<file path="config.mk">
export PLATFORM = sky130hd
export DESIGN_NAME = pmp_cell
export DESIGN_NICKNAME = d
export VERILOG_FILES = /design/src/sv/pmp_pkg.sv /design/src/sv/pmp_cell.sv
export SDC_FILE = /design/constraint.sdc
export NUM_CORES = 1
export LEC_CHECK = 0
export ABC_AREA = 0
export BUFFER_PORTS_ARGS = -buffer_cell sky130_fd_sc_hd__buf_2
export CAP_MARGIN = 10
export CORE_MARGIN = 4
export CORE_UTILIZATION = 45
export DETAILED_ROUTE_END_ITERATION = 8
export GPL_TIMING_DRIVEN = 1
export PLACE_DENSITY = 0.68
export SLEW_MARGIN = 20
export SYNTH_ARGS = -nofsm -noshare
export SYNTH_HDL_FRONTEND = slang
export SYNTH_SLANG_ARGS = --single-unit
</file>
<file path="constraint.sdc">
create_clock -name clk -period 4.7 [get_ports clk]
set_input_delay 1.175 -clock clk [delete_from_list [all_inputs] [get_ports clk]]
set_output_delay 1.175 -clock clk [all_outputs]
set_load 0.03 [all_outputs]
</file>
<file path="src/sv/pmp_pkg.sv">
// Shared definitions for the physical memory protection checker.
// Holds field codes, default sizes and the item and token structures.
// No dependencies.
package pmp_pkg;

  localparam int ENTRIES_DEF         = 16;
  localparam int ENTRY_ADDR_BITS_DEF = 54;

  // Cycles a write item keeps the block busy while the region registers settle.
  localparam int WRITE_SETTLE = 2;

  localparam logic       FUNC_WRITE = 1'b0;
  localparam logic       FUNC_CHECK = 1'b1;

  localparam logic [1:0] MODE_OFF   = 2'd0;
  localparam logic [1:0] MODE_TOR   = 2'd1;
  localparam logic [1:0] MODE_NA4   = 2'd2;
  localparam logic [1:0] MODE_NAPOT = 2'd3;

  localparam logic [1:0] KIND_READ  = 2'd0;
  localparam logic [1:0] KIND_WRITE = 2'd1;
  localparam logic [1:0] KIND_AMO   = 2'd2;
  localparam logic [1:0] KIND_FETCH = 2'd3;

  localparam logic [1:0] PRIV_MACHINE = 2'd3;

  localparam int CFG_R_BIT    = 0;
  localparam int CFG_W_BIT    = 1;
  localparam int CFG_X_BIT    = 2;
  localparam int CFG_MODE_LO  = 3;
  localparam int CFG_LOCK_BIT = 7;

  // The access under check, broadcast to every cell while the item is busy.
  typedef struct packed {
    logic [63:0] addr;
    logic [63:0] aend;
    logic        need_r;
    logic        need_w;
    logic        need_x;
    logic        machine;
  } access_t;

  // The decision token that walks down the row of cells.
  typedef struct packed {
    logic valid;
    logic decided;
    logic allow;
  } token_t;

endpackage

</file>
<file path="src/sv/pmp_cell.sv">
// One protection entry: its config byte, its address, the decoded region and
// one stage of the decision token. Depends on pmp_pkg.
module pmp_cell
  import pmp_pkg::*;
#(
  parameter int ENTRY_ADDR_BITS = ENTRY_ADDR_BITS_DEF
) (
  input  logic                       clk,
  input  logic                       rst_n,
  input  logic                       wr_en,
  input  logic [7:0]                 wr_cfg,
  input  logic [ENTRY_ADDR_BITS-1:0] wr_addr,
  input  logic [ENTRY_ADDR_BITS-1:0] prev_addr,
  output logic [ENTRY_ADDR_BITS-1:0] addr_out,
  input  access_t                    acc,
  input  token_t                     tok_in,
  output token_t                     tok_out
);

  localparam int AW = ENTRY_ADDR_BITS;

  logic [7:0]    cfg_r;
  logic [AW-1:0] addr_r;

  // First region stage: base word, span in words, whole-space flag.
  logic          valid_a_r, valid_a_nxt;
  logic          whole_a_r, whole_a_nxt;
  logic [AW-1:0] base_w_a_r, base_w_a_nxt;
  logic [AW:0]   inc_a_r, inc_a_nxt;

  // Second region stage: byte bounds, the end exact up to 2^64.
  logic          valid_b_r, valid_b_nxt;
  logic [63:0]   base_b_r, base_b_nxt;
  logic [64:0]   end_b_r, end_b_nxt;

  token_t        tok_r, tok_nxt;

  logic [1:0]    mode;
  logic [AW-1:0] lo_w, hi_w;
  logic [AW:0]   a_inc;
  logic [AW-1:0] t_ones, low_zero;
  logic [AW+1:0] end_w;
  logic          match, covered, perm_ok, allow;

  always_ff @(posedge clk) begin
    if (!rst_n) begin
      cfg_r  <= '0;
      addr_r <= '0;
    end else if (wr_en) begin
      cfg_r  <= wr_cfg;
      addr_r <= wr_addr;
    end
  end

  assign addr_out = addr_r;

  assign mode     = cfg_r[CFG_MODE_LO +: 2];
  assign lo_w     = prev_addr & ~AW'(3);
  assign hi_w     = addr_r & ~AW'(3);
  assign a_inc    = {1'b0, addr_r} + (AW+1)'(1);
  // Trailing ones of the address, and the lowest clear bit above them.
  assign t_ones   = addr_r & ~a_inc[AW-1:0];
  assign low_zero = ~addr_r & a_inc[AW-1:0];

  always_comb begin
    valid_a_nxt  = 1'b0;
    whole_a_nxt  = 1'b0;
    base_w_a_nxt = '0;
    inc_a_nxt    = '0;
    unique case (mode)
      MODE_OFF: begin
        valid_a_nxt = 1'b0;
      end
      MODE_TOR: begin
        valid_a_nxt  = hi_w > lo_w;
        base_w_a_nxt = lo_w;
        inc_a_nxt    = {1'b0, hi_w - lo_w};
      end
      MODE_NA4: begin
        valid_a_nxt  = 1'b1;
        base_w_a_nxt = addr_r;
        inc_a_nxt    = (AW+1)'(1);
      end
      MODE_NAPOT: begin
        valid_a_nxt  = 1'b1;
        whole_a_nxt  = a_inc[AW];
        base_w_a_nxt = addr_r & ~t_ones;
        inc_a_nxt    = {low_zero, 1'b0};
      end
      default: begin
        valid_a_nxt = 1'b0;
      end
    endcase
  end

  assign end_w = {1'b0, base_w_a_r} + {1'b0, inc_a_r};

  always_comb begin
    valid_b_nxt = valid_a_r;
    if (whole_a_r) begin
      base_b_nxt = '0;
      end_b_nxt  = {1'b1, 64'd0};
    end else begin
      base_b_nxt = 64'({base_w_a_r, 2'b00});
      end_b_nxt  = 65'({end_w, 2'b00});
    end
  end

  always_ff @(posedge clk) begin
    if (!rst_n) begin
      valid_a_r <= 1'b0;
      whole_a_r <= 1'b0;
      valid_b_r <= 1'b0;
    end else begin
      valid_a_r <= valid_a_nxt;
      whole_a_r <= whole_a_nxt;
      valid_b_r <= valid_b_nxt;
    end
  end

  always_ff @(posedge clk) begin
    base_w_a_r <= base_w_a_nxt;
    inc_a_r    <= inc_a_nxt;
    base_b_r   <= base_b_nxt;
    end_b_r    <= end_b_nxt;
  end

  // The access end wraps, so the overlap test uses it exactly as it stands.
  assign match   = valid_b_r && ({1'b0, acc.addr} < end_b_r) && (acc.aend > base_b_r);
  assign covered = (acc.addr >= base_b_r) && ({1'b0, acc.aend} <= end_b_r);

  assign perm_ok = !((acc.need_r && !cfg_r[CFG_R_BIT]) ||
                     (acc.need_w && !cfg_r[CFG_W_BIT]) ||
                     (acc.need_x && !cfg_r[CFG_X_BIT]));
  assign allow   = covered && ((acc.machine && !cfg_r[CFG_LOCK_BIT]) || perm_ok);

  always_comb begin
    tok_nxt = tok_in;
    if (tok_in.valid && !tok_in.decided && match) begin
      tok_nxt.decided = 1'b1;
      tok_nxt.allow   = allow;
    end
  end

  always_ff @(posedge clk) begin
    if (!rst_n) begin
      tok_r <= '0;
    end else begin
      tok_r <= tok_nxt;
    end
  end

  assign tok_out = tok_r;

endmodule

</file>
==> summary.md, run 1 <==
| Metric | Value |
|---|---|
| Status | `finished clean` |
| Cell with the largest stage delay on the worst path | `o41ai_1` |
| Antenna Nets Post-Route | `0` |
| Synthesis-to-finish area growth | `15.5%` |
| Post-synth cell types | `77` |
| Antenna violations before repair | `0` |
| CTS tree | `done` |
| Fmax | `0.253 GHz` |
| Vias | `~20k` |
| Max Slew Vio Count | `0` |
| Post-CTS setup buffer count | `0` |
| GRT Total Usage | `between 20% and 30%` |
| Worst Setup End Kind | `flip-flop` |
| Top-level port count | `311` |
| Seq cells post-synth | `286` |
| Post-synth top area share | `between 20% and 30%` |
| Worst-path clk slew | `around 0.060 ns` |
| Total CTS buffers | `34` |
| Worst VDD drop | `between 0.2 and 0.25 mV` |
| Final WL | `around 67 mm` |
| # diodes | `0` |
| Worst Tran Pin Value | `around 1 ns` |
| Core Area | `about 46000 sq um` |
| Crit path DAT | `4.35 ns` |
| Post_cts resized | `0` |
| Worst slew margin | `between 30% and 40%` |
| Synth area leaders | `dfxtp_1 28%, ha_1 20%, a21oi_1 4.8%, a21o_1 4.3%, nor2b_1 4.0%` |
| Clock Tree Buf Depth | `3` |
| Worst setup SP type | `input port` |
| First-pass GRT wire length | `between 100 and 150 mm` |
| Ys async rst share | `0%` |
| Pwr/cell area | `approximately 290 nW/um^2` |
| First DRT Iteration DRCs | `about 1.4k` |
| 1st-pass router iterations | `5` |
| CTS H-tree lvls | `2` |
| Layout Cells excl Fill | `~3.4k` |
| Clock root buffer | `clkbuf_16` |
| Worst EP required | `roughly 5.1 ns` |
| Dominant cell type by area after synthesis | `dfxtp_1` |
| Synth Flop Type | `dfxtp_1` |
| Hold Buf Count CTS | `0` |
| Number of vias per cell | `5.65` |
| Worst Path Max Fanout | `7` |
| RSZ-0062 raised after global routing | `false` |
| Row count | `78` |
| CP cell instances | `buf_2 > inv_1 > ha_1 > and3_1 > nand2_1 > or4_1 > a211oi_1 > or3_1 > nand2_1 > o31a_1 > o41ai_1 > xnor2_1 > o22ai_1` |
| Fin area | `24000 sq um` |
| Max Cap Violations | `0` |
| Critical path class | `input port to flip-flop` |
| Critical Path Max Stage Delay | `roughly 0.46 ns` |
| Hold Slack | `approximately 0.48 ns` |
| Placed cells | `between 3k and 4k` |
| Grt ovf | `0` |
| DRC Markers | `0` |
| Layout cells sized above 1 | `approximately 15%` |
| Setup total negative slack | `0 ns` |
| Total power draw | `between 0.006 and 0.007 W` |
| Worst hold-check path type | `flip-flop to flip-flop` |
| Worst-Skew Late Latency | `between 0.5 and 0.6 ns` |
| Seq/Total Area, Yosys | `roughly 28%` |
| Max Clock Skew | `0.0294 ns` |
| Nets | `approximately 3.4k` |
| Area after DPL | `between 20000 and 25000 sq um` |
| Post-synth EDFFs | `0` |
| Net Count, Synth | `~3.1k` |
| Cells after Synth | `2546` |
| Mapped cell area | `between 20000 and 25000 sq um` |
| Endpoints failing hold | `0` |
| Starting Density | `a little under half` |
| GP Congestion | `approximately 0.94` |
| Final worst path period share | `a little over four fifths` |
| Die ar. | `slightly below 50000 sq um` |
| Largest net degree at the start of global routing | `78` |
| Synth warnings | `0` |
| Avg Inst Size Synth | `8.17 sq um` |
| DIE WIDTH | `223 um` |
| Die H | `~220 um` |
| Vias in the first global route | `18.9k` |
| Post-DP HPWL | `about 56 mm` |
| DR WL/cell | `about 20 um` |
| Critical path's most frequent cell | `nand2_1` |
| Min cycle time layout | `about 3.9 ns` |
| Port bufs | `slightly above 300` |
| P_leak | `11.2 nW` |
| Setup-failing EPs final | `0` |
| Clock tree sinks | `about 290` |
[worst paths after layout]
path,from,to,slack [ns],cells after the start
worst max-delay path,prev_addr[16],inc_a_r[52]$_DFF_P_,0.75,13
worst min-delay path,base_w_a_r[51]$_DFF_P_,base_b_r[53]$_SDFF_PP0_,0.48,1
worst max register to register,base_w_a_r[0]$_DFF_P_,end_b_r[42]$_SDFF_PP0_,0.97,12
worst min register to register,base_w_a_r[51]$_DFF_P_,base_b_r[53]$_SDFF_PP0_,0.48,1
[sequential cells by signal, indices dropped and copies added, names as in the netlist]
name,flops
addr_out,54
base_b_r,54
base_w_a_r,54
cfg_r,6
end_b_r,57
inc_a_r,55
tok_out,3
valid_a_r,1
valid_b_r,1
whole_a_r,1
[cell usage after synthesis (42+ instances only)]
cell type / instances
nor2b_1: 134
ha_1: 325
nand4_1: 82
xor2_1: 42
dfxtp_1: 286
a21o_1: 119
nand3_1: 76
o21ai_0: 153
nor2_1: 174
xnor2_1: 50
a21oi_1: 199
clkbuf_1: 79
nand2_1: 190
mux2i_1: 61
inv_1: 194
[routing by layer]
metal | wire length (um) | global-route usage [%] | vias to the layer above
li1 | - | - | 9718
met1 | 33800 | 39.5 | 8927
met2 | 27500 | 38.2 | 750
met3 | 4360 | 3.37 | 95
met4 | 1700 | 6.84 | 0
met5 | 0 | 0 | -
[cell families (layout without fill, tap and decap cells)]
| group | count (synthesis) | in the layout | share of synthesized area, % |
|---|---|---|---|
| simple gates | 821 | 821 | 20.3 |
| compound gates | 674 | 674 | 20.4 |
| fa+ha+maj | 327 | 327 | 19.7 |
| flops | 286 | 286 | 27.5 |
| buf+inv | 283 | 584 | 5.15 |
| xor+xnor | 92 | 92 | 3.87 |
| mux | 63 | 63 | 3.04 |
[final cells by class]
class / instances / area (sq um)
clock buffers: 40 / 913
fillers: 4380 / 21500
multi-input cells: 1977 / 14000
repair buffers: 327 / 1690
well taps: 600 / 751
clock inverters: 22 / 208
inverters: 195 / 732
flip-flops and latches: 286 / 5730
[power by group]
group / total (W) / switching, W / internal (W)
logic: 0.00170 / 0.00101 / 0.000687
clock network: 0.00257 / 0.00109 / 0.00149
registers: 0.00272 / 0.000129 / 0.00259
[worst max-delay path: cells and delay by family]
kind / cells / cell delay, ns
compound gates: 4 / 1.33
fa+ha+maj: 1 / 0.42
simple gates: 5 / 1.06
buf+inv: 2 / 0.16
xor+xnor: 1 / 0.18
[metrics by stage]
stage,util [%],setup WS [ns]
floorplan,-,0.963
global placement,50.3,0.300
detailed placement,50.3,0.299
CTS,52.7,0.859
global route,52.7,0.677
finish,52.7,0.751
[layout by cell type, fill, tap and decap left out, drive strengths merged, types with 31 or more instances in the layout]
cell and instances:
a211oi 31, a21o 119, a21oi 199, buf 327, clkbuf 40, dfxtp 286
ha 325, inv 202, mux2i 61, nand2 190, nand3 77, nand4 83
nor2 175, nor2b 134, nor3 37, o21ai 154, xnor2 50, xor2 42
No activity file was read; power rests on OpenSTA's default activity.
==> run 2: changes to the inputs <==
==> constraint.sdc (replaced) <==
create_clock -name clk -period 4.1 [get_ports clk]
set_input_delay 1.025 -clock clk [delete_from_list [all_inputs] [get_ports clk]]
set_output_delay 1.025 -clock clk [all_outputs]
set_load 0.03 [all_outputs]
==> summary.md, run 2 (synthesis results as in run 1) <==
| Metric | Value |
|---|---|
| Status | `finished clean (unchanged)` |
| Gate power share | `25.6% (was 24.3%)` |
| Hold Buf Count CTS | `0 (unchanged)` |
| Worst Path Max Fanout | `3 (was 7)` |
| Vias in the first global route | `19.1k (was 18.9k)` |
| Clock Power Share | `34.9% (was 36.8%)` |
| Worst setup SP type | `flip-flop (was input port)` |
| Max Slew Vio Count | `0 (unchanged)` |
| Largest net degree at the start of global routing | `114 (was 78)` |
| Critical path's most frequent cell | `o21ai_0 (was nand2_1)` |
| 1st-pass router iterations | `5 (unchanged)` |
| Antenna violations before repair | `4 (was 0)` |
| Worst Tran Pin Value | `1.01 ns (was 0.998 ns)` |
| Placed cells | `3431 (was 3385)` |
| Buf+Inv Stages, Crit Path | `0 (was 2)` |
| Hold Slack | `0.475 ns (was 0.478 ns)` |
| Worst setup margin | `0.483 ns (was 0.751 ns)` |
| Vias | `19.7k (was 19.5k)` |
| DR WL/cell | `19.5 um (about the same)` |
| Pwr/cell area | `324 nW/um^2 (was 291 nW/um^2)` |
| Die H | `223 um (unchanged)` |
| Internal | `0.00539 W (was 0.00476 W)` |
| Fin area | `24300 sq um (was 24000 sq um)` |
| First DRT Iteration DRCs | `1766 (was 1368)` |
| Post-CTS setup buffer count | `0 (unchanged)` |
| Synthesis-to-finish area growth | `16.9% (was 15.5%)` |
| Net switching power | `0.00248 W (was 0.00223 W)` |
| Core Area | `45600 sq um (unchanged)` |
| Setup total negative slack | `0 ns (unchanged)` |
| Crit path max-delay family | `compound AO/OA/AOI/OAI gates (unchanged)` |
| Place WS | `-0.0183 ns (was 0.299 ns)` |
| Register-to-register setup slack | `0.48 ns (was 0.97 ns)` |
| Crit path DAT | `4.07 ns (was 4.35 ns)` |
| Endpoints failing hold | `0 (unchanged)` |
| Number of vias per cell | `5.64 (was 5.65)` |
| Worst VDD drop | `0.305 mV (was 0.238 mV)` |
| Max Cap Violations | `0 (unchanged)` |
| Switch share | `31.5% (was 31.9%)` |
| Largest register FFs | `57 (unchanged)` |
| Post-DP HPWL | `57.3 mm (was 56.2 mm)` |
| Max Clock Skew | `0.0132 ns (was 0.0294 ns)` |
| Worst hold-check path type | `flip-flop to flip-flop (unchanged)` |
| FF-to-FF Start | `base_w_a_r[0]$_DFF_P_ (unchanged)` |
| Worst-Skew Late Latency | `0.56 ns (was 0.54 ns)` |
| CP cell instances | `ha_1 > fa_1 > a211oi_1 > o21ai_0 > a21oi_1 > o21ai_0 > a31oi_1 > o31a_1 > o21a_1 > o21ai_0 > a211oi_1 > mux2_2 (was buf_2 > inv_1 > ha_1 > and3_1 > nand2_1 > or4_1 > a211oi_1 > or3_1 > nand2_1 > o31a_1 > o41ai_1 > xnor2_1 > o22ai_1)` |
| First-pass GRT wire length | `107 mm (was 104 mm)` |
| Critical path class | `flip-flop to flip-flop (was input port to flip-flop)` |
| Worst slew margin | `32.7% (was 33.5%)` |
| Clock tree sinks | `286 (unchanged)` |
| Port bufs | `306 (unchanged)` |
| Antenna Nets Post-Route | `0 (unchanged)` |
| Hold path startpoint | `base_w_a_r[51]$_DFF_P_ (unchanged)` |
| Row count | `78 (unchanged)` |
| Clock root buffer | `clkbuf_16 (unchanged)` |
| Starting Density | `45.6% (unchanged)` |
| CTS tree | `done (unchanged)` |
| Post_cts resized | `0 (unchanged)` |
| Nets | `3446 (was 3402)` |
| Largest reg by FF count | `end_b_r (unchanged)` |
| Worst EP required | `4.55 ns (was 5.10 ns)` |
| Fmax | `around 0.28 GHz` |
| Final worst path period share | `approximately nine tenths` |
| RSZ-0062 raised after global routing | `false (unchanged)` |
| Die ar. | `49700 sq um (unchanged)` |
| Flop pwr share | `39.4% (was 38.9%)` |
| Most frequent cells in the layout | `325 x ha_1, 305 x buf_2, 284 x dfxtp_1 (was 325 x ha_1, 304 x buf_2, 284 x dfxtp_1)` |
| Commonest non-fill, non-tap cell in the layout | `ha_1 (unchanged)` |
| DRC Markers | `0 (unchanged)` |
| Layout Cells excl Fill | `3491 (was 3447)` |
| Setup-failing EPs final | `0 (unchanged)` |
| Grt ovf | `0 (unchanged)` |
| Worst Setup End Kind | `flip-flop (unchanged)` |
| Total CTS buffers | `31 (was 34)` |
| Cell with the largest stage delay on the worst path | `fa_1 (was o41ai_1)` |
| GRT Total Usage | `26.3% (was 25.8%)` |
| Largest regs | `end_b_r x57, inc_a_r x55 (unchanged)` |
| Crit. Startpoint | `base_w_a_r[0]$_DFF_P_ (was prev_addr[16])` |
| DIE WIDTH | `223 um (unchanged)` |
| CTS H-tree lvls | `1 (was 2)` |
| Layout cells sized above 1 | `15.9% (was 14.7%)` |
| Top-level port count | `311 (unchanged)` |
| Area after DPL | `23300 sq um (was 22900 sq um)` |
| Critical Path Max Stage Delay | `0.43 ns (was 0.46 ns)` |
| P_leak | `11.3 nW (was 11.2 nW)` |
| GP Congestion | `0.974 (was 0.936)` |
| Clock Tree Buf Depth | `3 (unchanged)` |
| Worst-path clk slew | `0.06 ns (about the same)` |
| Final WL | `68.1 mm (was 67.4 mm)` |
| Min cycle time layout | `3.62 ns` |
-- run 2: changes by cell type in the layout (fill, tap and decap cells not counted), sizes merged --
cell | before | now
clkbuf | 40 | 37
buf | 327 | 374
inv | 202 | 199
diode | 0 | 3
clkinvlp | 4 | 3
bufinv | 1 | 2
-- run 2: power groups by stage --
stage / registers [W] / logic [W] / clock network, W
after floorplan: 0.00317 / 0.00124 / 0
after global placement: 0.00316 / 0.00193 / 0
after detailed placement: 0.00316 / 0.00198 / 0
after CTS: 0.00310 / 0.00199 / 0.00282
after global routing: 0.00313 / 0.00226 / 0.00292
final: 0.00311 / 0.00202 / 0.00275
-- run 2: worst paths after layout --
kind | endpoint | cells after the start
max | end_b_r[42]$_SDFF_PP0_ | 12
min | base_b_r[53]$_SDFF_PP0_ | 1
max reg2reg | end_b_r[42]$_SDFF_PP0_ | 12
min reg2reg | base_b_r[53]$_SDFF_PP0_ | 1
-- run 2: per-layer routing --
metal	global-route usage (%)	vias to the layer above	share of wire, %
met1	41.1	9007	51
met5	0	-	0
met2	38.3	786	40
met3	2.33	98	6.2
met4	7.36	0	2.8
li1	-	9797	-
-- run 2: stage by stage --
step,util [%],total power [W]
after global routing,53.4,0.00830
after global placement,51.0,0.00509
after detailed placement,51.0,0.00515
after floorplan,-,0.00442
final,53.4,0.00788
after CTS,53.3,0.00791
-- run 2: layout make-up --
type | count | area, sq um
diodes | 3 | 7.51
clock buffers | 37 | 838
clock inverters | 19 | 183
fillers | 4272 | 21300
inverters | 195 | 732
multi-input cells | 1977 | 14000
flip-flops and latches | 286 | 5730
well taps | 600 | 751
repair buffers | 374 | 2060
